File: src/rtl/mtq_pkg.sv
// shared types and constants for the missing energy quantizer
// no dependencies

package mtq_pkg;

  localparam int VALUE_BITS_DEF  = 6;
  localparam int RANGE_COUNT_DEF = 4;

  localparam int FIELD_W = 15;
  localparam int MET_W   = 7;
  localparam int RANGE_W = 2;
  localparam int SQ_W    = 25;
  localparam int RAD_W   = 14;

  localparam logic [MET_W-1:0]   MET_MAX      = '1;
  localparam logic [RANGE_W-1:0] RANGE_OVF    = '1;
  localparam logic [SQ_W-1:0]    MET_SQ_OVF   = 25'd16777216;
  localparam logic [SQ_W-1:0]    MET_SQ_MAX   = '1;
  localparam int                 ROOT_SAT_SQ  = 16129;

  typedef struct packed {
    logic [MET_W-1:0] root;
    logic [RAD_W-1:0] root_sq;
    logic [RAD_W-1:0] radicand;
    logic             sat;
  } root_t;

  typedef struct packed {
    logic [SQ_W-1:0]    met_squared;
    logic [RANGE_W-1:0] range_index;
    logic               overflow;
  } side_t;

endpackage

File: src/rtl/mtq_range.sv
// first stage: magnitudes, range choice and overflow detection
// depends on mtq_pkg

module mtq_range #(
  parameter int VALUE_BITS  = mtq_pkg::VALUE_BITS_DEF,
  parameter int RANGE_COUNT = mtq_pkg::RANGE_COUNT_DEF,
  parameter int RW          = (RANGE_COUNT > 1) ? $clog2(RANGE_COUNT) : 1
) (
  input  logic                         clk,
  input  logic                         rst,
  input  logic                         in_valid,
  output logic                         in_ready,
  input  logic [mtq_pkg::FIELD_W-1:0]  ex,
  input  logic [mtq_pkg::FIELD_W-1:0]  ey,
  output logic                         out_valid,
  input  logic                         out_ready,
  output logic [mtq_pkg::FIELD_W-1:0]  out_ax,
  output logic [mtq_pkg::FIELD_W-1:0]  out_ay,
  output logic [RW-1:0]                out_range,
  output logic                         out_ovf
);
  import mtq_pkg::*;

  localparam int OVF_EXP = VALUE_BITS + RANGE_COUNT - 1;

  logic               vld;
  logic [FIELD_W-1:0] ax, ay;
  logic [RW-1:0]      r;
  logic               ovf;

  logic [FIELD_W-1:0] ax_next, ay_next, mx;
  logic [RW-1:0]      r_next;
  logic               ovf_next;

  always_comb begin
    ax_next = ex[FIELD_W-1] ? (~ex + FIELD_W'(1)) : ex;
    ay_next = ey[FIELD_W-1] ? (~ey + FIELD_W'(1)) : ey;
    mx      = (ax_next > ay_next) ? ax_next : ay_next;
    ovf_next = (mx >> OVF_EXP) != '0;
    r_next   = '0;
    for (int k = 0; k < RANGE_COUNT - 1; k++) begin
      if ((mx >> (VALUE_BITS + k)) != '0) begin
        r_next = RW'(k + 1);
      end
    end
  end

  assign in_ready  = !vld || out_ready;
  assign out_valid = vld;
  assign out_ax    = ax;
  assign out_ay    = ay;
  assign out_range = r;
  assign out_ovf   = ovf;

  always_ff @(posedge clk) begin
    if (rst) begin
      vld <= 1'b0;
    end else if (in_ready) begin
      vld <= in_valid;
    end
  end

  always_ff @(posedge clk) begin
    if (in_ready && in_valid) begin
      ax  <= ax_next;
      ay  <= ay_next;
      r   <= r_next;
      ovf <= ovf_next;
    end
  end

endmodule

File: src/rtl/mtq_square.sv
// second and third stages: mask and square, then sum, rescale and saturate
// depends on mtq_pkg

module mtq_square #(
  parameter int VALUE_BITS  = mtq_pkg::VALUE_BITS_DEF,
  parameter int RANGE_COUNT = mtq_pkg::RANGE_COUNT_DEF,
  parameter int RW          = (RANGE_COUNT > 1) ? $clog2(RANGE_COUNT) : 1
) (
  input  logic                         clk,
  input  logic                         rst,
  input  logic                         in_valid,
  output logic                         in_ready,
  input  logic [mtq_pkg::FIELD_W-1:0]  in_ax,
  input  logic [mtq_pkg::FIELD_W-1:0]  in_ay,
  input  logic [RW-1:0]                in_range,
  input  logic                         in_ovf,
  output logic                         out_valid,
  input  logic                         out_ready,
  output mtq_pkg::root_t               out_root,
  output mtq_pkg::side_t               out_side
);
  import mtq_pkg::*;

  localparam int PW  = 2 * VALUE_BITS;
  localparam int QW  = PW + 1;
  localparam int SQW = QW + 2 * (RANGE_COUNT - 1);

  // square stage
  logic          vld_sq;
  logic [PW-1:0] sqx, sqy;
  logic [RW-1:0] r_sq;
  logic          ovf_sq;

  logic [VALUE_BITS-1:0] sx, sy;
  logic                  ready_sq;

  // sum stage
  logic  vld_sum;
  root_t sum_root, sum_root_next;
  side_t sum_side, sum_side_next;

  logic [QW-1:0]  q;
  logic [SQW-1:0] wide;
  logic           ready_sum;

  assign sx = VALUE_BITS'(in_ax >> in_range);
  assign sy = VALUE_BITS'(in_ay >> in_range);

  assign ready_sum = !vld_sum || out_ready;
  assign ready_sq  = !vld_sq || ready_sum;
  assign in_ready  = ready_sq;

  always_ff @(posedge clk) begin
    if (rst) begin
      vld_sq <= 1'b0;
    end else if (ready_sq) begin
      vld_sq <= in_valid;
    end
  end

  always_ff @(posedge clk) begin
    if (ready_sq && in_valid) begin
      sqx    <= PW'(sx) * PW'(sx);
      sqy    <= PW'(sy) * PW'(sy);
      r_sq   <= in_range;
      ovf_sq <= in_ovf;
    end
  end

  always_comb begin
    q    = QW'(sqx) + QW'(sqy);
    wide = SQW'(q) << {r_sq, 1'b0};
    sum_root_next.root     = '0;
    sum_root_next.root_sq  = '0;
    sum_root_next.radicand = RAD_W'(q);
    sum_root_next.sat      = 32'(q) > ROOT_SAT_SQ;
    sum_side_next.overflow = ovf_sq;
    if (ovf_sq) begin
      sum_side_next.met_squared = MET_SQ_OVF;
      sum_side_next.range_index = RANGE_OVF;
    end else begin
      sum_side_next.met_squared = ((wide >> SQ_W) != '0) ? MET_SQ_MAX : SQ_W'(wide);
      sum_side_next.range_index = RANGE_W'(r_sq);
    end
  end

  always_ff @(posedge clk) begin
    if (rst) begin
      vld_sum <= 1'b0;
    end else if (ready_sum) begin
      vld_sum <= vld_sq;
    end
  end

  always_ff @(posedge clk) begin
    if (ready_sum && vld_sq) begin
      sum_root <= sum_root_next;
      sum_side <= sum_side_next;
    end
  end

  assign out_valid = vld_sum;
  assign out_root  = sum_root;
  assign out_side  = sum_side;

endmodule

File: src/rtl/mtq_root_stage.sv
// one pipeline stage of the square root: resolves a few root bits, msb first
// depends on mtq_pkg

module mtq_root_stage #(
  parameter int TOP_BIT = 6,
  parameter int STEPS   = 3
) (
  input  logic           clk,
  input  logic           rst,
  input  logic           in_valid,
  output logic           in_ready,
  input  mtq_pkg::root_t in_root,
  input  mtq_pkg::side_t in_side,
  output logic           out_valid,
  input  logic           out_ready,
  output mtq_pkg::root_t out_root,
  output mtq_pkg::side_t out_side
);
  import mtq_pkg::*;

  logic  vld;
  root_t stage_root, stage_root_next;
  side_t stage_side;

  always_comb begin
    int               b;
    logic [RAD_W-1:0] t2;
    stage_root_next = in_root;
    for (int i = 0; i < STEPS; i++) begin
      b  = TOP_BIT - i;
      t2 = stage_root_next.root_sq + (RAD_W'(stage_root_next.root) << (b + 1))
           + (RAD_W'(1) << (2 * b));
      if (t2 <= stage_root_next.radicand) begin
        stage_root_next.root    = stage_root_next.root | (MET_W'(1) << b);
        stage_root_next.root_sq = t2;
      end
    end
  end

  assign in_ready  = !vld || out_ready;
  assign out_valid = vld;
  assign out_root  = stage_root;
  assign out_side  = stage_side;

  always_ff @(posedge clk) begin
    if (rst) begin
      vld <= 1'b0;
    end else if (in_ready) begin
      vld <= in_valid;
    end
  end

  always_ff @(posedge clk) begin
    if (in_ready && in_valid) begin
      stage_root <= stage_root_next;
      stage_side <= in_side;
    end
  end

`ifndef ASSERT_OFF
  a_root_sq_exact: assert property (@(posedge clk) disable iff (rst)
    vld |-> stage_root.root_sq ==
            RAD_W'(RAD_W'(stage_root.root) * RAD_W'(stage_root.root)))
    else $error("partial root square out of step with partial root");

  a_root_below: assert property (@(posedge clk) disable iff (rst)
    vld && !stage_root.sat |-> stage_root.root_sq <= stage_root.radicand)
    else $error("partial root square above radicand");
`endif

endmodule

File: src/rtl/missing_et_quantizer.sv
// top level of the missing energy quantizer: range stage, square stages,
// root pipeline and output register; depends on mtq_pkg and the mtq_ modules
//
//   channel  | handshake              | payload
//   ---------+------------------------+--------------------------------------------
//   input    | item_valid, item_stall | ex, ey
//   output   | met_valid, met_stall   | met_value, range_index, met_squared, overflow
//
// one item per cycle sustained while met_stall is low; an item passes through the range,
// square, sum, three root stages and output register
// synchronous reset clears all stage valid bits, payload registers are not reset
// a stall on the output holds each full stage that has no empty stage after it; the rest keep filling

module missing_et_quantizer #(
  parameter int VALUE_BITS  = mtq_pkg::VALUE_BITS_DEF,
  parameter int RANGE_COUNT = mtq_pkg::RANGE_COUNT_DEF
) (
  input  logic                         clk,
  input  logic                         rst,
  input  logic                         item_valid,
  output logic                         item_stall,
  input  logic [mtq_pkg::FIELD_W-1:0]  ex,
  input  logic [mtq_pkg::FIELD_W-1:0]  ey,
  output logic                         met_valid,
  input  logic                         met_stall,
  output logic [mtq_pkg::MET_W-1:0]    met_value,
  output logic [mtq_pkg::RANGE_W-1:0]  range_index,
  output logic [mtq_pkg::SQ_W-1:0]     met_squared,
  output logic                         overflow
);
  import mtq_pkg::*;

  localparam int RW = (RANGE_COUNT > 1) ? $clog2(RANGE_COUNT) : 1;

  logic               rng_ready, rng_valid;
  logic [FIELD_W-1:0] rng_ax, rng_ay;
  logic [RW-1:0]      rng_range;
  logic               rng_ovf;

  logic  sq_ready, sq_valid;
  root_t sq_root;
  side_t sq_side;

  logic  r0_ready, r0_valid;
  root_t r0_root;
  side_t r0_side;

  logic  r1_ready, r1_valid;
  root_t r1_root;
  side_t r1_side;

  logic  out_ready_r2;

  logic  r2_valid;
  root_t r2_root;
  side_t r2_side;

  logic             out_ready;
  logic             vld;
  logic [MET_W-1:0] value, value_next, ceil_root;
  side_t            side;

  mtq_range #(
    .VALUE_BITS  (VALUE_BITS),
    .RANGE_COUNT (RANGE_COUNT),
    .RW          (RW)
  ) u_range (
    .clk       (clk),
    .rst       (rst),
    .in_valid  (item_valid),
    .in_ready  (rng_ready),
    .ex        (ex),
    .ey        (ey),
    .out_valid (rng_valid),
    .out_ready (sq_ready),
    .out_ax    (rng_ax),
    .out_ay    (rng_ay),
    .out_range (rng_range),
    .out_ovf   (rng_ovf)
  );

  mtq_square #(
    .VALUE_BITS  (VALUE_BITS),
    .RANGE_COUNT (RANGE_COUNT),
    .RW          (RW)
  ) u_square (
    .clk       (clk),
    .rst       (rst),
    .in_valid  (rng_valid),
    .in_ready  (sq_ready),
    .in_ax     (rng_ax),
    .in_ay     (rng_ay),
    .in_range  (rng_range),
    .in_ovf    (rng_ovf),
    .out_valid (sq_valid),
    .out_ready (r0_ready),
    .out_root  (sq_root),
    .out_side  (sq_side)
  );

  mtq_root_stage #(.TOP_BIT(6), .STEPS(3)) u_root_hi (
    .clk       (clk),
    .rst       (rst),
    .in_valid  (sq_valid),
    .in_ready  (r0_ready),
    .in_root   (sq_root),
    .in_side   (sq_side),
    .out_valid (r0_valid),
    .out_ready (r1_ready),
    .out_root  (r0_root),
    .out_side  (r0_side)
  );

  mtq_root_stage #(.TOP_BIT(3), .STEPS(2)) u_root_mid (
    .clk       (clk),
    .rst       (rst),
    .in_valid  (r0_valid),
    .in_ready  (r1_ready),
    .in_root   (r0_root),
    .in_side   (r0_side),
    .out_valid (r1_valid),
    .out_ready (out_ready_r2),
    .out_root  (r1_root),
    .out_side  (r1_side)
  );

  mtq_root_stage #(.TOP_BIT(1), .STEPS(2)) u_root_lo (
    .clk       (clk),
    .rst       (rst),
    .in_valid  (r1_valid),
    .in_ready  (out_ready_r2),
    .in_root   (r1_root),
    .in_side   (r1_side),
    .out_valid (r2_valid),
    .out_ready (out_ready),
    .out_root  (r2_root),
    .out_side  (r2_side)
  );

  // round the floor root up when the radicand is not a perfect square
  always_comb begin
    ceil_root = (r2_root.root_sq < r2_root.radicand) ? (r2_root.root + MET_W'(1))
                                                     : r2_root.root;
    value_next = (r2_side.overflow || r2_root.sat) ? MET_MAX : ceil_root;
  end

  assign out_ready  = !vld || !met_stall;
  assign item_stall = !rng_ready;

  always_ff @(posedge clk) begin
    if (rst) begin
      vld <= 1'b0;
    end else if (out_ready) begin
      vld <= r2_valid;
    end
  end

  always_ff @(posedge clk) begin
    if (out_ready && r2_valid) begin
      value <= value_next;
      side  <= r2_side;
    end
  end

  assign met_valid   = vld;
  assign met_value   = value;
  assign range_index = side.range_index;
  assign met_squared = side.met_squared;
  assign overflow    = side.overflow;

`ifndef ASSERT_OFF
  a_ovf_marker: assert property (@(posedge clk) disable iff (rst)
    met_valid && overflow |-> met_value == MET_MAX && range_index == RANGE_OVF
                              && met_squared == MET_SQ_OVF)
    else $error("overflow item without marker results");

  a_zero_agree: assert property (@(posedge clk) disable iff (rst)
    met_valid && !overflow |-> (met_value == '0) == (met_squared == '0))
    else $error("root and squared sum disagree on zero");
`endif

endmodule
File: config.mk
export PLATFORM = sky130hd
export DESIGN_NAME = missing_et_quantizer
export DESIGN_NICKNAME = d
export VERILOG_FILES = /design/src/rtl/mtq_pkg.sv /design/src/rtl/mtq_range.sv /design/src/rtl/mtq_square.sv /design/src/rtl/mtq_root_stage.sv /design/src/rtl/missing_et_quantizer.sv
export SDC_FILE = /design/constraint.sdc
export NUM_CORES = 1
export LEC_CHECK = 0
export BUFFER_PORTS_ARGS = -buffer_cell sky130_fd_sc_hd__buf_2
export CELL_PAD_IN_SITES_DETAIL_PLACEMENT = 0
export CELL_PAD_IN_SITES_GLOBAL_PLACEMENT = 1
export CORE_UTILIZATION = 30
export CTS_BUF_LIST = sky130_fd_sc_hd__clkbuf_16
export CTS_CLUSTER_SIZE = 8
export DETAILED_ROUTE_END_ITERATION = 7
export GPL_ROUTABILITY_DRIVEN = 0
export GPL_TIMING_DRIVEN = 0
export HOLD_SLACK_MARGIN = 0.12
export PLACE_DENSITY_LB_ADDON = 0.08
export SYNTH_ARGS = -nofsm -noshare
export SYNTH_HDL_FRONTEND = slang
export SYNTH_SLANG_ARGS = --single-unit
File: constraint.sdc
create_clock -name clk -period 7.1 [get_ports clk]
set_input_delay 1.065 -clock clk [delete_from_list [all_inputs] [get_ports clk]]
set_output_delay 1.065 -clock clk [all_outputs]
set_load 0.05 [all_outputs]
==> results.md <==
Power and ir drop:
- For this design the ratio of total power to cell area is 290 nW/um^2.
- The worst ir drop on vdd is 0.149 mV.
- In this run the static leakage power is 6.61 nW.
- The overall power of the completed layout is 0.00495 W.

Die:
- The die covers 48800 um^2.
- The number of top-level pins is 71.
- The initialized floorplan defines 79 standard-cell rows.
- After floorplanning, the core was sized to cover 47000 um^2.
- The horizontal extent of the die is 221 um.
- From bottom edge to top edge, the die measures 221 um.
- For this configuration, the core starts out at a cell density of 30.6%.

Clock network:
- The clock-pin transition on the worst setup and hold timing paths is 0.05 ns.
- The later pin in the worst-skew pair is clocked with a latency of 0.56 ns.
- The number of CTS-inserted buffers is 39.
- The root buffer cell is clkbuf_16.
- The clock sink total is 264.
- The TritonCTS clock tree is done.
- The number of buffers on the longest clock path is 3.
- In this run the number of H-tree levels came out at 2.

STA:
- The worst path in the final design needs a cycle of 6.75 ns, including I/O delays and setup.
- Headroom to the max-slew limit came out at 40.8%.
- The count of endpoints failing setup in the final report is 0.
- Across all setup checks in the final design, the least slack found is 0.353 ns.
- The share of the clock period used by the worst path after layout is 95.0%.
- The count of pins over their slew limit is 0.
- At the pin with the least slew margin, the transition time is 0.878 ns.
- Setup repair after global routing left no endpoint under its margin.
- The upper clock frequency limit is 0.148 GHz.
- The final hold violation count is 0.
- Clock skew on the completed layout was measured at 0.0271 ns.

Global route:
- Entering global routing, the biggest net connects 30 pins.
- The initial antenna violation count is 0.
- Global routing finished with a remaining overflow of 0.
- The wire length of the first global-routing pass is 50.5 mm.
- The via count of the first global-routing pass is 9345.
- The total routing usage reported by global routing is 13.1%.

Yosys:
- In the post-synthesis netlist, the cell with the most instances is edfxtp_1.
- In the post-synthesis netlist, the biggest area contributors are edfxtp_1 54%, ha_1 10%, xnor2_1 3.5%.
- The number of enable flip-flop cells after synthesis is 257.
- The synthesized netlist occupies a cell area of 14400 um^2.
- For this run, the register share of the synthesized area comes to 54.6%.
- edfxtp_1 takes more of the synthesized area than any other cell.
- By count the netlist is led by 257 x edfxtp_1, 115 x ha_1, 104 x inv_1.
- The number of cells produced by synthesis is 1196.
- The netlist uses 76 different library cells.
- The flop and latch count out of synthesis is 264.
- The fraction of synthesized cell area taken by the top area cell type is 53.6%.
- The count of synthesis-stage warnings from yosys is 0.
- For this run, the leading register cell type out of synthesis is edfxtp_1.
- In the synthesized netlist the async set-or-reset flop fraction comes to 0%.
- The average footprint of a synthesized cell is 12.0 um^2.

Worst setup path:
- The start-to-end type of the worst setup path is flip-flop to flip-flop.
- The largest individual stage delay along the critical path comes from the cell or4_1.
- For the worst setup path, the data required time is 7.39 ns.
- On the worst path, the slowest cell contributes a delay of 0.54 ns.
- The worst-path maximum fanout is 7.
- The worst setup path is launched from a flip-flop.
- The critical path endpoint category is a flip-flop.
- The cell seen most often among critical-path stages is nand3_2.
- Data on the critical path arrives at its endpoint at 7.03 ns.

Layout:
- The area added between synthesis and finish is 18.8%.
- After the last flow step, the layout net total stands at 1494.
- The post-layout instance count excluding filler cells is 1943.
- With fillers left out, the area of the finished cells amounts to 17100 um^2.
- The antenna diode count is 0.
- The number of filler instances in the final layout is 4608.
- The proportion of layout cells with a drive suffix above 1 is 15.8%.
- The share of the core filled with cells is 36.4%.

Routing:
- The violation count after the first detailed-route iteration is 425.
- The DRC violations left is 0.
- The routed layout has 9084 vias.
- The total length of routed wires is 31.7 mm.
- The pre-antenna-repair detailed-routing pass consisted of 4 iterations.
- Once detail routing completed, the nets flagged for antenna violations numbered 0.
- The per-cell routed wire length is 16.3 um.
- The via density per instance is 4.68.

Placement:
- After detailed placement, the design holds a cell count of 1879.
- The post-placement worst setup slack is -1.75 ns.
- Port buffering added 65 buffers.
- The HPWL reported at the end of detailed placement is 24.5 mm.
- Once placement finished, the instance area stood at 15700 um^2.

Hold path:
- The worst hold-check path type is flip-flop to flip-flop.

Status:
- The run finished with clean final reports.

Job:
- The tool flagged a number of max-cap violations equal to 0.
## layout by cell type, fill, tap and decap left out, types with 19 or more instances in the layout
cell type,Yosys,routed
nand3_1,30,27
o21ai_0,38,35
edfxtp_1,257,257
clkbuf_16,0,39
xor2_1,24,24
ha_1,115,108
a21oi_1,58,56
buf_2,0,65
xnor2_1,58,57
inv_1,104,108
nand4_1,21,21
nor2_1,95,93
nand2_1,71,71
clkbuf_1,20,19
buf_4,7,20
## metrics by stage
step / TNS [ns] / hold slack (ns)
final: 0 / 0.411
after global routing: 0 / 0.419
after CTS: 0 / 0.407
after detailed placement: -14.85 / 0.405
after global placement: -31.28 / 0.402
after floorplan: 0 / 0.400
## critical path: cells and delay by family, from the launching register on
kind,cells,cell delay (ns)
compound gates,11,2.20
simple gates,9,1.66
fa+ha+maj,4,1.32
flops,1,0.44
xor+xnor,2,0.35
mux,1,0.34
buf+inv,1,0.16
## layer usage
metal / wire, um / track usage [%] / vias to the layer above
met1: 14700 / 16.6 / 4264
li1: - / - / 4638
met5: 0 / 0 / -
met4: 883 / 4.99 / 0
met2: 15100 / 22.2 / 120
met3: 952 / 2.23 / 62
## state kept, by name, indices dropped and copies added (netlist names), 20 cells and up
signal and flops:
u_root_mid.out_side 22, met_squared 20, u_root_mid.out_root 27, u_root_hi.out_side 22
u_root_lo.out_root 33, u_square.out_side 22, u_root_lo.out_side 22, u_root_hi.out_root 21
## report_power, final
part           switching [W]  internal [W]  total (W)
Sequential         0.0000456       0.00190    0.00194
Clock               0.000668      0.000986    0.00165
Combinational       0.000790      0.000563    0.00135
Total                0.00150       0.00345    0.00495
## what timing repair did
| action | CTS | global route |
|---|---|---|
| pin swaps | 6 | 13 |
| endpoints found under the setup margin | 14 | 1 |
| buffers inserted | 10 | 5 |
| resized for setup | 17 | 22 |
| hold buffers | 0 | 0 |
## cell families (layout without fill, tap and decap cells)
family                     Yosys count  count (layout)  share of synthesized area, %
adders and majority gates          132             132                          12.4
muxes                               35              35                          2.62
other                                1               6                        0.0261
buffers and inverters              134             269                          3.68
DFF                                264             264                          54.6
xor gates and xnor gates            82              82                          4.99
and+or+nand+nor                    333             333                          11.5
AOI/OAI and AO/OA                  215             215                          10.2
## area by class of cell
class / instances / area [um^2] / area share, %
Sequential cell: 264 / 7860 / 46.0
Buffer: 28 / 143 / 0.835
Timing Repair Buffer: 86 / 568 / 3.32
Multi-Input combinational cell: 803 / 6270 / 36.7
Clock buffer: 39 / 976 / 5.71
Inverter: 106 / 402 / 2.35
Clock inverter: 10 / 110 / 0.644
Tap cell: 607 / 759 / 4.44
## path summary, 6_finish.rpt
kind,cells past startpoint,start,to,slack (ns)
max,28,u_root_mid.out_root[21]$_SDFFCE_PN0P_,u_root_lo.out_root[25]$_DFFE_PP_,0.35
min,0,u_root_mid.out_side[6]$_DFFE_PP_,u_root_lo.out_side[6]$_DFFE_PP_,0.41
max reg2reg,28,u_root_mid.out_root[21]$_SDFFCE_PN0P_,u_root_lo.out_root[25]$_DFFE_PP_,0.35
min reg2reg,0,u_root_mid.out_side[6]$_DFFE_PP_,u_root_lo.out_side[6]$_DFFE_PP_,0.41
Note: power is estimated with default switching activity, not from simulation.
